**src/sv/iiee_pkg.sv**
```systemverilog
// Shared constants, types and helpers for the infix integer expression evaluator.
package iiee_pkg;

  localparam int DATA_WIDTH_DEF = 32;
  localparam int VALUE_W        = 32;

  localparam logic [7:0] CHAR_PLUS  = 8'h2B;
  localparam logic [7:0] CHAR_MINUS = 8'h2D;
  localparam logic [7:0] CHAR_STAR  = 8'h2A;
  localparam logic [7:0] CHAR_SLASH = 8'h2F;
  localparam logic [7:0] CHAR_ZERO  = 8'h30;
  localparam logic [7:0] CHAR_NINE  = 8'h39;
  localparam logic [7:0] CHAR_TAB   = 8'h09;
  localparam logic [7:0] CHAR_CR    = 8'h0D;
  localparam logic [7:0] CHAR_SPACE = 8'h20;
  localparam int         RADIX      = 10;

  typedef struct packed {
    logic start;
    logic is_div;
  } md_ctrl_t;

  typedef struct packed {
    logic done;
    logic div_zero;
  } md_status_t;

  function automatic logic is_digit(input logic [7:0] c);
    return (c >= CHAR_ZERO) && (c <= CHAR_NINE);
  endfunction

  function automatic logic is_blank(input logic [7:0] c);
    return (c == CHAR_SPACE) || ((c >= CHAR_TAB) && (c <= CHAR_CR));
  endfunction

endpackage

```
**src/sv/iiee_muldiv.sv**
```systemverilog
// Iterative shift-add multiplier and restoring divider, one bit per cycle.
module iiee_muldiv #(
  parameter int DATA_WIDTH = iiee_pkg::DATA_WIDTH_DEF
) (
  input  logic                   clk,
  input  logic                   rst,
  input  iiee_pkg::md_ctrl_t     ctrl,
  input  logic [DATA_WIDTH-1:0]  op_a,
  input  logic [DATA_WIDTH-1:0]  op_b,
  output iiee_pkg::md_status_t   stat,
  output logic [DATA_WIDTH-1:0]  result
);
  import iiee_pkg::*;

  localparam int CNT_W = $clog2(DATA_WIDTH);

  typedef enum logic [1:0] {MD_IDLE, MD_RUN, MD_SIGN} md_state_t;

  md_state_t             state;
  logic [DATA_WIDTH:0]   acc;
  logic [DATA_WIDTH-1:0] sa;
  logic [DATA_WIDTH-1:0] sb;
  logic                  is_div;
  logic                  neg_q;
  logic                  dz;
  logic [CNT_W-1:0]      cnt;

  logic [DATA_WIDTH-1:0] abs_a;
  logic [DATA_WIDTH-1:0] abs_b;
  logic [DATA_WIDTH:0]   rem_sh;
  logic [DATA_WIDTH:0]   diff;
  logic [DATA_WIDTH:0]   acc_next;
  logic [DATA_WIDTH-1:0] sa_next;
  logic [DATA_WIDTH-1:0] sb_next;

  always_comb begin
    abs_a  = op_a[DATA_WIDTH-1] ? (~op_a + 1'b1) : op_a;
    abs_b  = op_b[DATA_WIDTH-1] ? (~op_b + 1'b1) : op_b;
    rem_sh = {acc[DATA_WIDTH-1:0], sa[DATA_WIDTH-1]};
    diff   = rem_sh - {1'b0, sb};
    if (is_div) begin
      sb_next = sb;
      if (!diff[DATA_WIDTH]) begin
        acc_next = diff;
        sa_next  = {sa[DATA_WIDTH-2:0], 1'b1};
      end else begin
        acc_next = rem_sh;
        sa_next  = {sa[DATA_WIDTH-2:0], 1'b0};
      end
    end else begin
      acc_next = sb[0] ? {1'b0, acc[DATA_WIDTH-1:0] + sa} : acc;
      sa_next  = {sa[DATA_WIDTH-2:0], 1'b0};
      sb_next  = {1'b0, sb[DATA_WIDTH-1:1]};
    end
  end

  always_ff @(posedge clk) begin
    if (rst) begin
      state         <= MD_IDLE;
      stat.done     <= 1'b0;
      stat.div_zero <= 1'b0;
      is_div        <= 1'b0;
      dz            <= 1'b0;
    end else begin
      stat.done <= (state == MD_SIGN);
      unique case (state)
        MD_IDLE: begin
          if (ctrl.start) begin
            is_div <= ctrl.is_div;
            acc    <= '0;
            cnt    <= CNT_W'(DATA_WIDTH - 1);
            if (ctrl.is_div) begin
              sb <= abs_b;
              if (op_b == '0) begin
                sa    <= '0;
                neg_q <= 1'b0;
                dz    <= 1'b1;
                state <= MD_SIGN;
              end else begin
                sa    <= abs_a;
                neg_q <= op_a[DATA_WIDTH-1] ^ op_b[DATA_WIDTH-1];
                dz    <= 1'b0;
                state <= MD_RUN;
              end
            end else begin
              sa    <= op_a;
              sb    <= op_b;
              neg_q <= 1'b0;
              dz    <= 1'b0;
              state <= MD_RUN;
            end
          end
        end
        MD_RUN: begin
          acc <= acc_next;
          sa  <= sa_next;
          sb  <= sb_next;
          if (cnt == '0) begin
            state <= MD_SIGN;
          end else begin
            cnt <= cnt - 1'b1;
          end
        end
        MD_SIGN: begin
          if (is_div) begin
            result <= neg_q ? (~sa + 1'b1) : sa;
          end else begin
            result <= acc[DATA_WIDTH-1:0];
          end
          stat.div_zero <= dz;
          state         <= MD_IDLE;
        end
        default: state <= MD_IDLE;
      endcase
    end
  end

  a_start_idle: assert property (@(posedge clk) disable iff (rst)
    ctrl.start |-> (state == MD_IDLE))
    else $error("Multiply or divide started while the unit was busy.");

  a_done_pulse: assert property (@(posedge clk) disable iff (rst)
    stat.done |=> !stat.done)
    else $error("Completion lasted more than one cycle.");

  a_dz_div_only: assert property (@(posedge clk) disable iff (rst)
    (stat.done && stat.div_zero) |-> is_div)
    else $error("Division by zero reported for a multiplication.");

endmodule

```
**src/sv/infix_int_expression_evaluator.sv**
```systemverilog
// Top level of the two-precedence infix integer expression evaluator.
// A digit or blank beat that is not the last is taken in S_IDLE alone; other beats go
// on to S_APPLY to apply a pending +, - or unknown operator, or to hand a pending * or
// / to the one-bit-per-cycle multiply and divide unit and wait in S_MULDIV. The last
// beat then loads the output register in S_FINISH, waiting while an earlier result
// still waits there. Reset is synchronous and returns the pending operator to '+'.
module infix_int_expression_evaluator #(
  parameter int DATA_WIDTH = iiee_pkg::DATA_WIDTH_DEF
) (
  input  logic                         clk,
  input  logic                         rst,
  input  logic [7:0]                   char_code,
  input  logic                         is_last,
  input  logic                         in_valid,
  output logic                         in_ready,
  output logic signed [iiee_pkg::VALUE_W-1:0] value,
  output logic                         div_by_zero,
  output logic                         out_valid,
  input  logic                         out_ready
);
  import iiee_pkg::*;

  typedef enum logic [1:0] {S_IDLE, S_APPLY, S_MULDIV, S_FINISH} state_t;

  state_t                       state;
  logic [DATA_WIDTH-1:0]        running_sum;
  logic [DATA_WIDTH-1:0]        last_term;
  logic [DATA_WIDTH-1:0]        pending_number;
  logic [7:0]                   pending_operator;
  logic                         div_error;
  logic [7:0]                   op_char;
  logic                         op_last;

  md_ctrl_t                     md_ctrl;
  md_status_t                   md_stat;
  logic [DATA_WIDTH-1:0]        md_result;
  logic                         accept;
  logic                         digit;
  logic                         blank;
  logic [DATA_WIDTH-1:0]        number_next;
  logic signed [DATA_WIDTH-1:0] total;
  logic                         out_free;

  assign in_ready = (state == S_IDLE);
  assign accept   = in_valid && in_ready;
  assign digit    = is_digit(char_code);
  assign blank    = is_blank(char_code);
  assign out_free = !out_valid || out_ready;
  assign total    = running_sum + last_term;

  always_comb begin
    number_next = (pending_number << 3) + (pending_number << 1)
                + DATA_WIDTH'(char_code - CHAR_ZERO);
    md_ctrl.start  = (state == S_APPLY) &&
                     ((pending_operator == CHAR_STAR) || (pending_operator == CHAR_SLASH));
    md_ctrl.is_div = (pending_operator == CHAR_SLASH);
  end

  iiee_muldiv #(
    .DATA_WIDTH(DATA_WIDTH)
  ) u_muldiv (
    .clk    (clk),
    .rst    (rst),
    .ctrl   (md_ctrl),
    .op_a   (last_term),
    .op_b   (pending_number),
    .stat   (md_stat),
    .result (md_result)
  );

  always_ff @(posedge clk) begin
    if (rst) begin
      state            <= S_IDLE;
      running_sum      <= '0;
      last_term        <= '0;
      pending_number   <= '0;
      pending_operator <= CHAR_PLUS;
      div_error        <= 1'b0;
      out_valid        <= 1'b0;
      op_last          <= 1'b0;
    end else begin
      if (out_valid && out_ready && (state != S_FINISH)) begin
        out_valid <= 1'b0;
      end
      unique case (state)
        S_IDLE: begin
          if (accept) begin
            if (digit) begin
              pending_number <= number_next;
            end
            op_char <= char_code;
            op_last <= is_last;
            if ((!digit && !blank) || is_last) begin
              state <= S_APPLY;
            end
          end
        end
        S_APPLY: begin
          if (md_ctrl.start) begin
            state <= S_MULDIV;
          end else begin
            unique case (pending_operator)
              CHAR_PLUS: begin
                running_sum <= running_sum + last_term;
                last_term   <= pending_number;
              end
              CHAR_MINUS: begin
                running_sum <= running_sum + last_term;
                last_term   <= ~pending_number + 1'b1;
              end
              default: ;
            endcase
            pending_number   <= '0;
            pending_operator <= op_char;
            state            <= op_last ? S_FINISH : S_IDLE;
          end
        end
        S_MULDIV: begin
          if (md_stat.done) begin
            last_term        <= md_result;
            div_error        <= div_error | md_stat.div_zero;
            pending_number   <= '0;
            pending_operator <= op_char;
            state            <= op_last ? S_FINISH : S_IDLE;
          end
        end
        S_FINISH: begin
          if (out_free) begin
            value            <= VALUE_W'(total);
            div_by_zero      <= div_error;
            out_valid        <= 1'b1;
            running_sum      <= '0;
            last_term        <= '0;
            pending_number   <= '0;
            pending_operator <= CHAR_PLUS;
            div_error        <= 1'b0;
            state            <= S_IDLE;
          end
        end
        default: state <= S_IDLE;
      endcase
    end
  end

  a_done_in_muldiv: assert property (@(posedge clk) disable iff (rst)
    md_stat.done |-> (state == S_MULDIV))
    else $error("Multiply or divide finished outside its wait state.");

  a_finish_clears: assert property (@(posedge clk) disable iff (rst)
    ((state == S_FINISH) && out_free) |=>
      (running_sum == '0 && last_term == '0 && pending_operator == CHAR_PLUS && !div_error
       && out_valid))
    else $error("State not returned to its start values after a result.");

  a_dz_sticky: assert property (@(posedge clk) disable iff (rst)
    (md_stat.done && md_stat.div_zero) |=> div_error)
    else $error("Division by zero not recorded.");

endmodule

```
**config.mk**
```make
export PLATFORM = sky130hd
export DESIGN_NAME = infix_int_expression_evaluator
export DESIGN_NICKNAME = d
export VERILOG_FILES = /design/src/sv/iiee_pkg.sv /design/src/sv/iiee_muldiv.sv /design/src/sv/infix_int_expression_evaluator.sv
export SDC_FILE = /design/constraint.sdc
export NUM_CORES = 1
export LEC_CHECK = 0
export ABC_AREA = 1
export BUFFER_PORTS_ARGS = -buffer_cell sky130_fd_sc_hd__buf_2
export CORE_MARGIN = 4
export CORE_UTILIZATION = 52
export CTS_CLUSTER_SIZE = 40
export DETAILED_ROUTE_END_ITERATION = 7
export PLACE_DENSITY = 0.82
export RECOVER_POWER = 50
export SYNTH_ARGS = -nofsm -noshare
export SYNTH_HDL_FRONTEND = slang
export SYNTH_SLANG_ARGS = --single-unit
```
**constraint.sdc**
```tcl
create_clock -name clk -period 3.2 [get_ports clk]
set_input_delay 0.32 -clock clk [delete_from_list [all_inputs] [get_ports clk]]
set_output_delay 0.32 -clock clk [all_outputs]
set_load 0.01 [all_outputs]
```
; ---- Word-level counts from Yosys, hierarchy flattened
; Cells that the tools add are included.
[classes]
add_sub_neg = 10
n_eq_ne = 24
mux = 59
bitwise = 7
order_cmp = 4
reduce_logical = 41
[op_table]
columns = cell, n
row1 = 32-bit two-way mux, 23
row2 = 32-bit case mux with 2 select lines, 5
row3 = 32-bit adder, 4
row4 = 32-bit case mux with 4 select lines, 1
row5 = 32-bit by 1-bit adder with 32-bit output (second input constant), 3
row6 = 32-bit NOT, 3
row7 = 32-bit case mux with 3 select lines, 1
row8 = 8-bit by 6-bit == test with 1-bit output (second input constant), 5
row9 = 33-bit by 32-bit subtractor with 33-bit output, 1
row10 = 32-bit logical NOT, 1
row11 = 8-bit two-way mux, 3
row12 = 8-bit case mux with 3 select lines, 1
row13 = 4-bit AND reduction, 6
row14 = 2-bit two-way mux, 10
row15 = 3-bit AND reduction, 5
row16 = 2-bit != test (second input constant), 7
row17 = 5-bit two-way mux, 2
row18 = 2-bit by 1-bit != test with 1-bit output (second input constant), 5
row19 = 5-bit case mux with 2 select lines, 1
row20 = 5-bit AND reduction, 2
row21 = 1-bit two-way mux, 9
row22 = 8-bit by 6-bit subtractor with 9-bit output (second input constant), 1
row23 = 8-bit by 4-bit greater-or-equal comparator with 1-bit output (second input constant), 1
row24 = 8-bit by 6-bit greater-or-equal comparator with 1-bit output (second input constant), 1
row25 = 21 further kinds, 44
[totals]
inputBits = 13
out_inout_bits = 35
register_bits = 290
word_cells = 167

; ---- Logic depth before layout (Yosys ltp)
[depth]
depth_word = 9
ltp_mapped = 20
mapped_depth_nobuf = 18

; ---- Cells and area by module
; A second synthesis with hierarchy kept.
[hier_totals]
cells_unflattened = 3846
area_unflattened_um2 = 24943.9
[by_module_without_submodules]
columns = module, n_inst, cells_each, area_each_um2
row1 = iiee_muldiv, 1, 2006, 13186.4
row2 = infix_int_expression_evaluator, 1, 1840, 11757.5

; ---- Least setup slack after synthesis
; Ideal clock, no wire load.
[synth_path]
path_kind = flip-flop to flip-flop
startpoint = register state[1]
endpoint = register div_by_zero, enable pin
arrival_ns = 3.091
path_slack_ns = -0.355
period_less_slack_ns = 3.555
path_stages_with_launch = 5
setup_time_ns = 0.464
path_cell_list = dfxtp_1 buf_2 nand2_2 clkbuf_1 nor3_1
[synth_via]
elab_chain_len = 2
[synth_rtl]
columns = item, line_no
row1 = "start, declared", infix_int_expression_evaluator.sv:25  ; state_t state;
row2 = "start signal, assigned", infix_int_expression_evaluator.sv:115  ; state <= op_last ? S_FINISH : S_IDLE;
row3 = "start signal, assigned", infix_int_expression_evaluator.sv:124  ; state <= op_last ? S_FINISH : S_IDLE;
row4 = 2-bit == test, infix_int_expression_evaluator.sv:85  ; unique case (state)
row5 = 3-bit AND reduction (no line), n/a
row6 = "end signal, assigned", infix_int_expression_evaluator.sv:130  ; div_by_zero <= div_error;
row7 = "end, declared", infix_int_expression_evaluator.sv:17  ; output logic div_by_zero,
; Every way passes these cells.
; A chain may end at the register's enable or synchronous reset.

; ---- Worst setup path after layout
[layout_path]
startpoint = input port char_code[6]
endpoint = register pending_number[24]
[layout_via]
elab_chain_len = 5
word_cells_on_any_way = 10
cone_classes = add/sub (2) / order compare (2) / eq/ne (1) / mux (3) / reduce/logical (2)
[layout_rtl]
columns = item, line_no
row1 = "start, declared", infix_int_expression_evaluator.sv:12  ; input logic [7:0] char_code,
row2 = 8-bit by 6-bit subtractor with 9-bit output, infix_int_expression_evaluator.sv:53  ; + DATA_WIDTH'(char_code - CHAR_ZERO);
row3 = 32-bit adder, infix_int_expression_evaluator.sv:53
row4 = 32-bit two-way mux, infix_int_expression_evaluator.sv:88  ; if (digit) begin
row5 = 32-bit two-way mux, infix_int_expression_evaluator.sv:87  ; if (accept) begin
row6 = 32-bit case mux with 4 select lines, infix_int_expression_evaluator.sv:85
row7 = "end signal, assigned", infix_int_expression_evaluator.sv:89  ; pending_number <= number_next;
row8 = "end, declared", infix_int_expression_evaluator.sv:28  ; logic [DATA_WIDTH-1:0] pending_number;
; Parallel ways exist; a longest one is shown, timed or not. The select of a mux whose other input is x is not followed.

==> impl_metrics.py <==
metrics = {
    "worst_setup_path": {
        "worst_path_most_repeated_cell": "a21oi_1",
        "cp-start-kind": "primary input",
        "crit_buf_inv": 3,
        "crit_required_ns": 3.70,
        "critPathKind": "in2reg",
        "rr_startpoint": "u_muldiv.sa[2]$_DFFE_PP_",
        "arrival_ns": 3.57,
        "cp_top_family": "compound AO/OA/AOI/OAI gates",
        "end_kind": "register",
        "critical_path.max_fanout": 4,
        "max_stage_delay_ns": 0.55,
        "path_cells": "dlygate4sd3_1, buf_2, a21oi_1, xor2_1, fa_1, ha_1, inv_1, o21ai_1, a21oi_1, o21ai_0, nand3_1, nand3b_1, nand3_1, a21oi_1",
        "crit_slowest_cell": "dlygate4sd3_1",
        "crit_start": "char_code[6]",
    },
    "sta": {
        "setup_slack_ns": 0.129,
        "setup_viol": 0,
        "hold_violations": 0,
        "slew_headroom": -0.345,
        "min_period_ns": 3.07,
        "max_clock_freq_ghz": 0.326,
        "clock_skew_ns": 0.0338,
        "finalCritPeriodShare": 0.960,
        "whs_ns": 0.0893,
        "worstMarginPinSlew_ns": 2.02,
        "slew_viol_final": 33,
        "tns_ns": 0,
    },
    "clock_network": {
        "cts.sinks": 290,
        "insertion_delay_ns": 0.57,
        "post_cts_buffers": 0,
        "cts_tree": "yes",
        "cts.reportedPaths.clkPinSlew_ns": 0.06,
        "h-tree-depth": 2,
        "cts_buffer_depth": 3,
        "cts_root_buf": "clkbuf_16",
        "cts_made_buffers": 35,
    },
    "cells_and_area": {
        "final_common_cell": "nand2_1",
        "regArea_mm2": 0.00756,
        "area_growth_pct": 9.93,
        "nFillCells": 4119,
        "insertedDiodeCount": 0,
        "finalInstanceArea_mm2": 0.0258,
        "layout_common_cells": "nand2_1, inv_1, a21oi_1",
        "layout-drive-gt1-share": 0.0649,
        "nets": 3620,
        "multi_input_area_mm2": 0.0142,
        "finish.utilization": 0.582,
    },
    "status": {
        "outcome": "complete, but fails checks",
        "failed_checks": "max-capacitance violations, max-slew violations",
    },
    "run": {
        "drv_cap": 1,
    },
    "detailed_routing": {
        "drc": 0,
        "num_vias": 23800,
        "viasPerCell": 5.85,
        "dr.pass1.iters": 6,
        "wire_per_inst_um": 18.0,
        "wirelength_um": 73300,
        "initialDrtViolationCount": 2753,
        "antenna_left": 0,
    },
    "die": {
        "dieArea_mm2": 0.0487,
        "ios": 48,
        "die_y_um": 221,
        "initial_core_util": 0.529,
        "die_w_um": 221,
        "rows": 77,
        "core-area_mm2": 0.0444,
    },
    "worst_hold_path": {
        "min-delay-start": "rst",
        "hold_path.class": "in2reg",
    },
    "yosys": {
        "syn_inst": 3383,
        "synth-xor-area-share": 0.0387,
        "synth_top_family_by_area": "simple AND/OR/NAND/NOR gates",
        "synth.yosys.seq_area_share": 0.321,
        "avgSynthCellArea_um2": 6.95,
        "synthArstFlopShare": 0,
        "yosysWarningCount": 0,
        "syn-cell-area_mm2": 0.0235,
        "synthMuxAreaShare": 0,
        "ys_ff_latch": 290,
        "synth_fa_ha_area_frac": 0.0980,
        "synth-edff-count": 175,
        "ys.flop_type": "edfxtp_1",
        "synth.net_count": 3561,
        "synth_compound_area_frac": 0.164,
        "yosysUniqueCellTypes": 52,
        "synthSimpleGateAreaFrac": 0.295,
    },
    "power_and_ir_drop": {
        "power_density_mw_per_mm2": 735,
        "leakage_nw": 11.5,
        "vdd_drop_max_v": 0.000474,
    },
    "global_route": {
        "grt_max_degree": 66,
        "grt_pass1_wl_um": 116000,
        "gr-usage-all-layers": 0.298,
        "grt_pass1_vias": 22100,
        "gr-total-overflow": 0,
        "antenna_found_initial": 0,
    },
    "place": {
        "gp_congestion": 1.03,
        "hpwl_um": 56600,
        "place_area_mm2": 0.0246,
        "place_ws_ns": -0.113,
        "io_buffers": 47,
    },
}
==> state kept, by name (all words and copies together) (netlist names), 2 cells and up <==
register and flops:
u_muldiv.sa 32, value 32, u_muldiv.sb 32, pending_operator 8, u_muldiv.result 32, u_muldiv.stat 2
u_muldiv.acc 32, running_sum 32, op_char 8, pending_number 32, last_term 32, state 2
u_muldiv.cnt 5, u_muldiv.state 2
==> timing repair <==
action | 4_1_cts | 5_1_grt
hold buffers | 6 | 0
resized for setup | 0 | 35
hold endpoints to repair | 6 | 0
setup endpoints to repair | 0 | 20
==> worst register-to-register path, stage by stage, from the launching register on <==
cell and delay [ns]:
edfxtp_1 0.44, nor3_1 0.46, nand4_1 0.22, or2_2 0.37, nor2_1 0.27, nand3_1 0.12
nand2_1 0.21, nand3_1 0.10, nand3_1 0.12, o21ai_0 0.32
==> metal layers <==
layer / track usage / part of all wire
met3: 0.0614 / 0.10
met5: 0 / 0
met1: 0.383 / 0.40
met4: 0.119 / 0.047
met2: 0.493 / 0.45
==> kinds of logic (layout without fill, tap and decap cells) <==
logic type	after synthesis	in the layout
buf+inv	492	577
simple gates	1605	1605
xor+xnor	104	104
compound gates	727	727
fa+ha+maj	165	165
flops	290	290
==> worst paths after layout <==
path | slack (ns) | cells after the start | to
worst max-delay path | 0.13 | 14 | pending_number[24]$_SDFFE_PP0P_
worst min-delay path | 0.09 | 2 | u_muldiv.stat[1]$_SDFF_PP0_
worst max register to register | 0.16 | 9 | u_muldiv.result[31]$_DFFE_PP_
worst min register to register | 0.45 | 0 | div_by_zero$_DFFE_PP_
==> report_power, final <==
group | internal (W) | leakage [nW] | switching [W]
Clock | 0.00232 | 0.573 | 0.00175
Sequential | 0.00478 | 2.53 | 0.000876
Combinational | 0.00304 | 8.42 | 0.00624
Total | 0.0101 | 11.5 | 0.00886
==> metrics by stage <==
stage	std cells	total power, W
final	4060	0.0190
after global routing	4060	0.0203
after CTS	4060	0.0187
after detailed placement	3991	0.0146
after global placement	3991	0.0144
after floorplan	3383	0.0121
==> cells in the mapped netlist, drive strengths merged, types with 4 or more instances <==
cell type,instances,area share
o21bai,11,0.0035
o211ai,21,0.0067
nand2,895,0.15
clkinv,4,0.00064
edfxtp,175,0.22
a21o,9,0.0029
nor4,11,0.0029
nor2,281,0.047
nand3b,42,0.013
o21a,14,0.0045
or2,17,0.0045
inv,395,0.063
and2,20,0.0053
nand3,261,0.057
nor3,48,0.011
buf,33,0.0085
o21ai,250,0.053
xor2,89,0.033
a21oi,378,0.081
a31oi,13,0.0035
o22ai,12,0.0032
ha,133,0.071
fa,32,0.027
xnor2,15,0.0056
clkbuf,60,0.0096
nand4,30,0.0082
a22oi,5,0.0016
dfxtp,115,0.098
==> cell type report <==
type	count	area share
Inverter	399	0.0582
Tap cell	592	0.0287
Clock buffer	43	0.0367
Sequential cell	290	0.292
Multi-Input combinational cell	2601	0.548
Timing Repair Buffer	115	0.0276
Clock inverter	20	0.00799
Power figures use the tool's default switching activity.
